File: src/hdl/dcta_pkg.sv
package dcta_pkg;

   // Frame geometry.
   localparam int COLUMNS = 6;
   localparam int ROWS    = 4;

   // Field and register widths.
   localparam int DIST_W = 16;
   localparam int TILT_W = 15;
   localparam int NEAR_W = 16;
   localparam int DEG_W  = 16;
   localparam int TRIG_W = 16;

   // Accumulator and index widths follow from the row and column counts.
   localparam int HIT_W = $clog2(ROWS + 1);
   localparam int ROW_W = $clog2(ROWS + 1);
   localparam int SUM_W = DIST_W - 1 + HIT_W;
   localparam int THR_W = NEAR_W + HIT_W;
   localparam int COL_W = (COLUMNS > 1) ? $clog2(COLUMNS) : 1;
   localparam int ACC_W = TRIG_W + $clog2(COLUMNS + 1);

   // Shared multiplier operand and product widths.
   localparam int MUL_A_W = 32;
   localparam int MUL_B_W = 24;
   localparam int MUL_P_W = MUL_A_W + MUL_B_W;

   // Tilt limit scaled from Q1.15 to Q2.30.
   localparam int LIM_SHIFT = 15;

   // Radians to degrees: 180/pi in Q16, result taken from Q2.30 * Q16 to Q7.8.
   localparam logic signed [MUL_B_W-1:0] RAD2DEG = MUL_B_W'(3754936);
   localparam int DEG_SHIFT = 38;
   localparam logic signed [MUL_P_W-1:0] DEG_HALF = MUL_P_W'(64'd1 << (DEG_SHIFT - 1));

   // Configuration port.
   localparam int CSR_ADDR_W = 3;
   localparam int CSR_DATA_W = 32;
   localparam logic REG_TILT = 1'b0;
   localparam logic REG_NEAR = 1'b1;

   // Column direction table: cosine and sine in Q1.15.
   localparam logic signed [TRIG_W-1:0] ROM_COS [COLUMNS] = '{
      16'sd31299, 16'sd24056, -16'sd7234, -16'sd31293, -16'sd24069, 16'sd7215
   };
   localparam logic signed [TRIG_W-1:0] ROM_SIN [COLUMNS] = '{
      16'sd9702, -16'sd22250, -16'sd31959, -16'sd9721, 16'sd22235, 16'sd31964
   };

   // Sequencer states.
   typedef enum logic [2:0] {
      S_IDLE,
      S_SCAN,
      S_PMUL,
      S_PDEG,
      S_RMUL,
      S_RDEG,
      S_ROUND,
      S_OUT
   } dcta_state_type;

   // Operand selection for the shared multiplier.
   typedef enum logic [1:0] {
      M_COS,
      M_SIN,
      M_DEG
   } dcta_msel_type;

endpackage

File: src/hdl/dcta_ifs.sv
// Depth sample channel.
interface dcta_req_if;
   logic                              valid;
   logic                              ready;
   logic signed [dcta_pkg::DIST_W-1:0] distance;
   logic                              last;

   modport source (output valid, output distance, output last, input ready);
   modport sink (input valid, input distance, input last, output ready);
endinterface

// Tilt reference channel.
interface dcta_rsp_if;
   logic                             valid;
   logic                             ready;
   logic signed [dcta_pkg::DEG_W-1:0] pitch_deg;
   logic signed [dcta_pkg::DEG_W-1:0] roll_deg;

   modport source (output valid, output pitch_deg, output roll_deg, input ready);
   modport sink (input valid, input pitch_deg, input roll_deg, output ready);
endinterface

File: src/hdl/dcta_mul.sv
module dcta_mul (
   input  logic                                clock,
   input  logic signed [dcta_pkg::MUL_A_W-1:0] op_a,
   input  logic signed [dcta_pkg::MUL_B_W-1:0] op_b,
   output logic signed [dcta_pkg::MUL_P_W-1:0] prod
);

   logic signed [dcta_pkg::MUL_P_W-1:0] prod_ff;
   logic signed [dcta_pkg::MUL_P_W-1:0] prod_in;

   // Full signed product, registered before anyone uses it.
   assign prod_in = dcta_pkg::MUL_P_W'(op_a) * dcta_pkg::MUL_P_W'(op_b);

   always_ff @(posedge clock) begin
      prod_ff <= prod_in;
   end

   assign prod = prod_ff;

endmodule

File: src/hdl/depth_column_tilt_avoider.sv
// A sample without the frame-end mark is taken as soon as it is offered. After the
// frame's last sample is accepted, the block scans the columns, one per cycle, then
// makes four passes through the shared multiplier and one rounding step before the
// result is valid; input is held off until the result is taken.
// Throughput: one sample per cycle within a frame.
// Reset: synchronous; clears all column sums, counts and position, loads the
// default tilt limit and near threshold, and leaves the block ready for samples.
module depth_column_tilt_avoider (
   input  logic                                  clock,
   input  logic                                  reset,
   dcta_req_if.sink                              req_chan,
   dcta_rsp_if.source                            rsp_chan,
   input  logic                                  psel,
   input  logic                                  penable,
   input  logic                                  pwrite,
   input  logic [dcta_pkg::CSR_ADDR_W-1:0]       paddr,
   input  logic [dcta_pkg::CSR_DATA_W-1:0]       pwdata,
   output logic [dcta_pkg::CSR_DATA_W-1:0]       prdata,
   output logic                                  pready
);

   // Clamp a Q2.30 total to the tilt limit.
   function automatic logic signed [dcta_pkg::MUL_A_W-1:0] clamp_total(
      input logic signed [dcta_pkg::MUL_P_W-1:0] v,
      input logic [dcta_pkg::TILT_W-1:0]         t
   );
      logic signed [dcta_pkg::MUL_P_W-1:0] lim;
      logic signed [dcta_pkg::MUL_P_W-1:0] res;
      lim = dcta_pkg::MUL_P_W'({t, {dcta_pkg::LIM_SHIFT{1'b0}}});
      priority if (v > lim) begin
         res = lim;
      end else if (v < -lim) begin
         res = -lim;
      end else begin
         res = v;
      end
      return dcta_pkg::MUL_A_W'(res);
   endfunction

   // Round a scaled product half away from zero down to Q7.8 degrees.
   function automatic logic signed [dcta_pkg::DEG_W-1:0] round_deg(
      input logic signed [dcta_pkg::MUL_P_W-1:0] v
   );
      logic signed [dcta_pkg::MUL_P_W-1:0] bias;
      logic signed [dcta_pkg::MUL_P_W-1:0] s;
      bias = v[dcta_pkg::MUL_P_W-1] ? (dcta_pkg::DEG_HALF - dcta_pkg::MUL_P_W'(1))
                                    : dcta_pkg::DEG_HALF;
      s = v + bias;
      return dcta_pkg::DEG_W'(s >>> dcta_pkg::DEG_SHIFT);
   endfunction

   dcta_pkg::dcta_state_type state_ff, state_in;
   dcta_pkg::dcta_msel_type  mul_sel;

   logic [dcta_pkg::TILT_W-1:0] tilt_ff, tilt_in;
   logic [dcta_pkg::NEAR_W-1:0] near_ff, near_in;

   logic [dcta_pkg::SUM_W-1:0] sum_ff  [dcta_pkg::COLUMNS];
   logic [dcta_pkg::SUM_W-1:0] sum_in  [dcta_pkg::COLUMNS];
   logic [dcta_pkg::HIT_W-1:0] hits_ff [dcta_pkg::COLUMNS];
   logic [dcta_pkg::HIT_W-1:0] hits_in [dcta_pkg::COLUMNS];

   logic [dcta_pkg::COL_W-1:0] pos_ff, pos_in;
   logic [dcta_pkg::ROW_W-1:0] row_ff, row_in;
   logic [dcta_pkg::COL_W-1:0] col_ff, col_in;

   logic signed [dcta_pkg::ACC_W-1:0] cos_acc_ff, cos_acc_in;
   logic signed [dcta_pkg::ACC_W-1:0] sin_acc_ff, sin_acc_in;
   logic signed [dcta_pkg::DEG_W-1:0] pitch_ff, pitch_in;
   logic signed [dcta_pkg::DEG_W-1:0] roll_ff, roll_in;

   logic signed [dcta_pkg::MUL_A_W-1:0] mul_a;
   logic signed [dcta_pkg::MUL_B_W-1:0] mul_b;
   logic signed [dcta_pkg::MUL_P_W-1:0] mul_prod;

   logic                       req_fire;
   logic                       rsp_fire;
   logic                       csr_write;
   logic                       sample_ok;
   logic                       col_near;
   logic [dcta_pkg::THR_W-1:0] col_limit;
   logic                       scan_done;

   assign req_fire  = req_chan.valid && req_chan.ready;
   assign rsp_fire  = rsp_chan.valid && rsp_chan.ready;
   assign csr_write = psel && penable && pwrite && pready;
   assign sample_ok = !req_chan.distance[dcta_pkg::DIST_W-1] && (req_chan.distance != '0);
   assign scan_done = (col_ff == dcta_pkg::COL_W'(dcta_pkg::COLUMNS - 1));

   // A column is near when it has two or more hits and its average is below threshold.
   assign col_limit = dcta_pkg::THR_W'(near_ff) * dcta_pkg::THR_W'(hits_ff[col_ff]);
   assign col_near  = (hits_ff[col_ff] > dcta_pkg::HIT_W'(1)) &&
                      (dcta_pkg::THR_W'(sum_ff[col_ff]) < col_limit);

   // Configuration registers.
   assign pready = 1'b1;

   always_comb begin
      tilt_in = tilt_ff;
      near_in = near_ff;
      if (csr_write) begin
         unique case (paddr[2])
            dcta_pkg::REG_TILT: tilt_in = pwdata[dcta_pkg::TILT_W-1:0];
            dcta_pkg::REG_NEAR: near_in = pwdata[dcta_pkg::NEAR_W-1:0];
            default:            tilt_in = tilt_ff;
         endcase
      end
   end

   always_comb begin
      unique case (paddr[2])
         dcta_pkg::REG_TILT: prdata = dcta_pkg::CSR_DATA_W'(tilt_ff);
         dcta_pkg::REG_NEAR: prdata = dcta_pkg::CSR_DATA_W'(near_ff);
         default:            prdata = '0;
      endcase
   end

   // Next state of the sequencer.
   always_comb begin
      state_in = state_ff;
      unique case (state_ff)
         dcta_pkg::S_IDLE: begin
            if (req_fire && req_chan.last) begin
               state_in = dcta_pkg::S_SCAN;
            end
         end
         dcta_pkg::S_SCAN: begin
            if (scan_done) begin
               state_in = dcta_pkg::S_PMUL;
            end
         end
         dcta_pkg::S_PMUL:  state_in = dcta_pkg::S_PDEG;
         dcta_pkg::S_PDEG:  state_in = dcta_pkg::S_RMUL;
         dcta_pkg::S_RMUL:  state_in = dcta_pkg::S_RDEG;
         dcta_pkg::S_RDEG:  state_in = dcta_pkg::S_ROUND;
         dcta_pkg::S_ROUND: state_in = dcta_pkg::S_OUT;
         dcta_pkg::S_OUT: begin
            if (rsp_fire) begin
               state_in = dcta_pkg::S_IDLE;
            end
         end
         default: state_in = dcta_pkg::S_IDLE;
      endcase
   end

   // Sequencer outputs: handshake and multiplier operand selection.
   always_comb begin
      req_chan.ready = 1'b0;
      rsp_chan.valid = 1'b0;
      mul_sel        = dcta_pkg::M_COS;
      unique case (state_ff)
         dcta_pkg::S_IDLE:  req_chan.ready = 1'b1;
         dcta_pkg::S_PMUL:  mul_sel = dcta_pkg::M_COS;
         dcta_pkg::S_PDEG:  mul_sel = dcta_pkg::M_DEG;
         dcta_pkg::S_RMUL:  mul_sel = dcta_pkg::M_SIN;
         dcta_pkg::S_RDEG:  mul_sel = dcta_pkg::M_DEG;
         dcta_pkg::S_OUT:   rsp_chan.valid = 1'b1;
         default:           mul_sel = dcta_pkg::M_COS;
      endcase
   end

   // Shared multiplier: total times tilt limit, then clamped total times 180/pi.
   always_comb begin
      unique case (mul_sel)
         dcta_pkg::M_COS: begin
            mul_a = dcta_pkg::MUL_A_W'(cos_acc_ff);
            mul_b = dcta_pkg::MUL_B_W'(tilt_ff);
         end
         dcta_pkg::M_SIN: begin
            mul_a = dcta_pkg::MUL_A_W'(sin_acc_ff);
            mul_b = dcta_pkg::MUL_B_W'(tilt_ff);
         end
         dcta_pkg::M_DEG: begin
            mul_a = clamp_total(mul_prod, tilt_ff);
            mul_b = dcta_pkg::RAD2DEG;
         end
         default: begin
            mul_a = '0;
            mul_b = '0;
         end
      endcase
   end

   dcta_mul u_mul (
      .clock (clock),
      .op_a  (mul_a),
      .op_b  (mul_b),
      .prod  (mul_prod)
   );

   // Column accumulation, scan and result capture.
   always_comb begin
      sum_in     = sum_ff;
      hits_in    = hits_ff;
      pos_in     = pos_ff;
      row_in     = row_ff;
      col_in     = col_ff;
      cos_acc_in = cos_acc_ff;
      sin_acc_in = sin_acc_ff;
      pitch_in   = pitch_ff;
      roll_in    = roll_ff;

      // Each accepted beat with a positive distance adds to its column while inside the counted rows.
      if (req_fire) begin
         if ((row_ff < dcta_pkg::ROW_W'(dcta_pkg::ROWS)) && sample_ok) begin
            sum_in[pos_ff]  = sum_ff[pos_ff] +
                              dcta_pkg::SUM_W'(req_chan.distance[dcta_pkg::DIST_W-2:0]);
            hits_in[pos_ff] = hits_ff[pos_ff] + dcta_pkg::HIT_W'(1);
         end
         if (pos_ff == dcta_pkg::COL_W'(dcta_pkg::COLUMNS - 1)) begin
            pos_in = '0;
            if (row_ff < dcta_pkg::ROW_W'(dcta_pkg::ROWS)) begin
               row_in = row_ff + dcta_pkg::ROW_W'(1);
            end
         end else begin
            pos_in = pos_ff + dcta_pkg::COL_W'(1);
         end
         if (req_chan.last) begin
            col_in     = '0;
            cos_acc_in = '0;
            sin_acc_in = '0;
         end
      end

      // One column per cycle: add its direction when it holds a near obstacle.
      if (state_ff == dcta_pkg::S_SCAN) begin
         if (col_near) begin
            cos_acc_in = cos_acc_ff + dcta_pkg::ACC_W'(dcta_pkg::ROM_COS[col_ff]);
            sin_acc_in = sin_acc_ff + dcta_pkg::ACC_W'(dcta_pkg::ROM_SIN[col_ff]);
         end
         col_in = col_ff + dcta_pkg::COL_W'(1);
      end

      // Degree products come back in the cycle after they are issued.
      if (state_ff == dcta_pkg::S_RMUL) begin
         pitch_in = round_deg(mul_prod);
      end
      if (state_ff == dcta_pkg::S_ROUND) begin
         roll_in = round_deg(mul_prod);
      end

      // The frame is finished once its result beat is taken.
      if (rsp_fire) begin
         for (int i = 0; i < dcta_pkg::COLUMNS; i++) begin
            sum_in[i]  = '0;
            hits_in[i] = '0;
         end
         pos_in = '0;
         row_in = '0;
      end
   end

   always_ff @(posedge clock) begin
      if (reset) begin
         state_ff <= dcta_pkg::S_IDLE;
         tilt_ff  <= dcta_pkg::TILT_W'(3277);
         near_ff  <= dcta_pkg::NEAR_W'(512);
         for (int i = 0; i < dcta_pkg::COLUMNS; i++) begin
            sum_ff[i]  <= '0;
            hits_ff[i] <= '0;
         end
         pos_ff <= '0;
         row_ff <= '0;
      end else begin
         state_ff <= state_in;
         tilt_ff  <= tilt_in;
         near_ff  <= near_in;
         sum_ff   <= sum_in;
         hits_ff  <= hits_in;
         pos_ff   <= pos_in;
         row_ff   <= row_in;
      end
   end

   always_ff @(posedge clock) begin
      col_ff     <= col_in;
      cos_acc_ff <= cos_acc_in;
      sin_acc_ff <= sin_acc_in;
      pitch_ff   <= pitch_in;
      roll_ff    <= roll_in;
   end

   assign rsp_chan.pitch_deg = pitch_ff;
   assign rsp_chan.roll_deg  = roll_ff;

   // Input is never taken while a result beat is pending.
   a_no_overlap: assert property (@(posedge clock) disable iff (reset)
      !(req_chan.ready && rsp_chan.valid))
      else $error("sample accepted while a result is pending");

   // A frame-end beat starts the scan at the first column.
   a_scan_start: assert property (@(posedge clock) disable iff (reset)
      (req_fire && req_chan.last) |=> (state_ff == dcta_pkg::S_SCAN) && (col_ff == '0))
      else $error("column scan did not start after the frame-end beat");

   // Handing over a result restarts the frame position.
   a_frame_clear: assert property (@(posedge clock) disable iff (reset)
      rsp_fire |=> (pos_ff == '0) && (row_ff == '0) && req_chan.ready)
      else $error("frame position not cleared after the result beat");

endmodule

File: src/flat_wrapper.sv
// flat-port wrapper written by rule: the top's interface ports become plain ports
module depth_column_tilt_avoider_flat 
  (clock, reset, psel, penable, pwrite, paddr, pwdata, prdata, pready, req_chan_valid, req_chan_distance, req_chan_last, req_chan_ready, rsp_chan_valid, rsp_chan_pitch_deg, rsp_chan_roll_deg, rsp_chan_ready);
  dcta_req_if req_chan_i ();
  dcta_rsp_if rsp_chan_i ();
  input  logic clock;
  input  logic reset;
  input  logic psel;
  input  logic penable;
  input  logic pwrite;
  input  logic [dcta_pkg::CSR_ADDR_W-1:0] paddr;
  input  logic [dcta_pkg::CSR_DATA_W-1:0] pwdata;
  output logic [dcta_pkg::CSR_DATA_W-1:0] prdata;
  output logic pready;
  input wire logic [$bits(req_chan_i.valid)-1:0] req_chan_valid;
  input wire logic [$bits(req_chan_i.distance)-1:0] req_chan_distance;
  input wire logic [$bits(req_chan_i.last)-1:0] req_chan_last;
  output wire logic [$bits(req_chan_i.ready)-1:0] req_chan_ready;
  output wire logic [$bits(rsp_chan_i.valid)-1:0] rsp_chan_valid;
  output wire logic [$bits(rsp_chan_i.pitch_deg)-1:0] rsp_chan_pitch_deg;
  output wire logic [$bits(rsp_chan_i.roll_deg)-1:0] rsp_chan_roll_deg;
  input wire logic [$bits(rsp_chan_i.ready)-1:0] rsp_chan_ready;
  assign req_chan_i.valid = req_chan_valid;
  assign req_chan_i.distance = req_chan_distance;
  assign req_chan_i.last = req_chan_last;
  assign req_chan_ready = req_chan_i.ready;
  assign rsp_chan_valid = rsp_chan_i.valid;
  assign rsp_chan_pitch_deg = rsp_chan_i.pitch_deg;
  assign rsp_chan_roll_deg = rsp_chan_i.roll_deg;
  assign rsp_chan_i.ready = rsp_chan_ready;
  depth_column_tilt_avoider u_core (.clock(clock), .reset(reset), .req_chan(req_chan_i), .rsp_chan(rsp_chan_i), .psel(psel), .penable(penable), .pwrite(pwrite), .paddr(paddr), .pwdata(pwdata), .prdata(prdata), .pready(pready));
endmodule
File: config.mk
export PLATFORM = sky130hd
export DESIGN_NAME = depth_column_tilt_avoider_flat
export DESIGN_NICKNAME = d
export VERILOG_FILES = /design/src/hdl/dcta_pkg.sv /design/src/hdl/dcta_ifs.sv /design/src/hdl/dcta_mul.sv /design/src/hdl/depth_column_tilt_avoider.sv /design/src/flat_wrapper.sv
export SDC_FILE = /design/constraint.sdc
export NUM_CORES = 2
export LEC_CHECK = 0
export BUFFER_PORTS_ARGS = -buffer_cell sky130_fd_sc_hd__buf_4
export CAP_MARGIN = 20
export CORE_UTILIZATION = 60
export DETAILED_ROUTE_END_ITERATION = 10
export GPL_TIMING_DRIVEN = 0
export PLACE_DENSITY = 0.82
export RECOVER_POWER = 100
export SLEW_MARGIN = 20
export SYNTH_ARGS = -nofsm -noshare
export SYNTH_HDL_FRONTEND = slang
export SYNTH_SLANG_ARGS = --single-unit
File: constraint.sdc
create_clock -name clock -period 16.25 [get_ports clock]
set_clock_uncertainty 0.15 [all_clocks]
set_input_delay 0.8125 -clock clock [delete_from_list [all_inputs] [get_ports clock]]
set_output_delay 0.8125 -clock clock [all_outputs]
set_load 0.01 [all_outputs]
==> results.toml <==
[grt]
globalRouteMet1Util_pct = 50.1
overflow = 0
grt_pass1_wl_mm = 209
grt_pass1_vias = 36727
antenna_found_initial = 5
grt_max_degree = 39
grt_use_met3_pct = 10.4
grt.busiest_layer = "met2"
grtUsageMet2_pct = 58.2
grt_util_all_layers_pct = 38.7

[sta]
rsz0062_at_grt = "no"
setup_viol = 0
min_period_over_period_pct = 89.3
worst_pin_slew_ns = 2.02
tns_ns = 0
final-hold-violation-count = 0
finalCriticalPeriod_ns = 14.50
max_slew_margin_pct = -34.5
fmaxAchievable_mhz = 68.9
drv_slew = 39

[final_layout]
mostFrequentLayoutCells = "866 x inv_1, 765 x nand2_1, 616 x fa_1"
drive_gt1_share_pct = 4.25
fill_cells = 5793
nets = 6169
final_common_cell = "inv_1"
syn2layout_area_growth_pct = 6.52

[place]
place_congestion = 1.04
dp_hpwl_mm = 108
port_buffers = 88

[clocking]
clkTransAtPathRegs_ns = 0.06
clock_latency_ns = 0.62
cts_resized = 0
cts_buffer_depth = 3
cts_tree = "built"
htree_levels = 1
root_buffer = "clkbuf_16"
post-cts-setup-buffers = 0
postCtsHoldBufs = 0
cts_buffers = 31
cts.sink_count = 294

[logic_synthesis]
synthesis.area_sq_um = 41900
synth_top_area_share_pct = 29.5
synthCells = 4960
synthAdderAreaFrac_pct = 41.3
seq_area_frac_synth_pct = 14.9
synthMuxAreaShare_pct = 2.86
synth_compound_area_share_pct = 11.5
ys_warn_count = 0
avgSynthCellArea_sq_um = 8.44
ys_seq_elements = 294
synth_top_cell_by_area = "fa_1"
synth_top_family_by_area = "adder cells"
synthSimpleGateAreaFrac_pct = 16.3
synth-edff-count = 35
yosys-top-cells-area = "fa_1 29%, dfxtp_1 12%, ha_1 12%"
synthDistinctLibCells = 93
async_flop_share_pct = 0
ys.flop_type = "dfxtp_1"
synth_xor_area_share_pct = 3.05

[floorplanning]
start_util_pct = 60.8
die_area_sq_um = 70800
rows = 96
die_h_microns = 266
boundaryPins = 126
core_sq_um = 68800
die_w_microns = 266

[worst_setup_path]
slowest_stage = "nor3b_1"
required_ns = 16.60
crit_arrival_ns = 14.85
critPathTopFamily = "simple AND/OR/NAND/NOR gates"
path_max_fanout = 10
startpoint_type = "flip-flop"
cp.buffers_inverters = 11
end_kind = "flip-flop"
path_class = "flip-flop to flip-flop"
cpPeakStageDelay_ns = 0.83

[detailed_routing]
drc_errors = 0
first_pass_iters = 9
antenna_left = 0
drt-initial-drc-count = 4229
wl_per_cell_microns = 22.1
wirelength_mm = 134
vias_per_cell = 6.00
num_vias = 36344

[status]
status = "finished, violations left"
violations = "max-capacitance violations, max-slew violations"

[min_path]
worstHoldPathType = "input port to flip-flop"

[flow_run]
cap_violations = 1
cell usage after synthesis (all sizes together) (25+ instances only):
cell,number
o21ai,162
nand2,766
xor2,58
clkbuf,158
a21oi,313
fa,616
edfxtp,35
xnor2,88
a21o,55
mux2i,68
and2,45
dfxtp,259
and3,37
inv,868
nor2,335
buf,61
nor3,74
ha,395
nor2b,34
nand3,99
nand2b,25
flip-flops by register name, indices dropped and copies added, names as in the netlist:
register	cells
u_core.sin_acc_ff	19
u_core.tilt_ff	15
u_core.state_ff	3
u_core.row_ff	3
u_core.rsp_chan.roll_deg	16
u_core.sum_ff	108
u_core.near_ff	16
u_core.u_mul.prod	55
u_core.rsp_chan.pitch_deg	16
u_core.col_ff	3
u_core.cos_acc_ff	19
u_core.hits_ff	18
u_core.pos_ff	3
worst paths after layout:
path	startpoint	endpoint	slack, ns	cells past startpoint
hold reg to reg	u_core.sum_ff[12]$_SDFFE_PP0P_	u_core.sum_ff[12]$_SDFFE_PP0P_	0.32	2
setup / recovery	u_core.tilt_ff[0]$_SDFFE_PP1P_	u_core.u_mul.prod[53]$_DFF_P_	1.75	45
setup reg to reg	u_core.tilt_ff[0]$_SDFFE_PP1P_	u_core.u_mul.prod[53]$_DFF_P_	1.75	45
hold / removal	pwdata[6]	u_core.tilt_ff[6]$_SDFFE_PP1P_	0.30	2
logic make-up after synthesis:
family	after synthesis
simple gates	1544
buf+inv	1093
fa+ha+maj	1011
compound gates	770
flops	294
xor+xnor	146
mux	100
other cells	2
metrics by stage:
stage,instance area [sq um],hold slack [ns],utilization (%),setup slack [ns],cells
2_1_floorplan,41900,0.291,-,5.48,4975
3_3_place_gp,43800,0.303,63.6,2.89,5994
3_5_place_dp,43800,0.311,63.7,2.88,5997
4_1_cts,44900,0.290,65.2,2.81,6055
5_1_grt,44600,0.297,64.8,1.05,6057
6_report,44600,0.298,64.8,1.75,6058
metal layers:
layer | up-vias | share of wire, %
met2 | 2125 | 43
met3 | 530 | 12
met1 | 17531 | 38
li1 | 16154 | -
met4 | 4 | 7.1
met5 | - | 0.046
final cells by class:
class / count / area [sq um] / share of cell area [%]
Clock inverter: 20 / 216 / 0.485
Antenna cell: 3 / 7.51 / 0.0168
Buffer: 219 / 932 / 2.09
Sequential cell: 294 / 6240 / 14.0
Inverter: 874 / 3280 / 7.36
Multi-Input combinational cell: 3588 / 31400 / 70.5
Tap cell: 931 / 1160 / 2.61
Timing Repair Buffer: 91 / 484 / 1.09
Clock buffer: 38 / 852 / 1.91
Power is left out: the tool's default activity adds up to more than one toggle a clock period on the data nets, which glitch-free logic cannot reach.
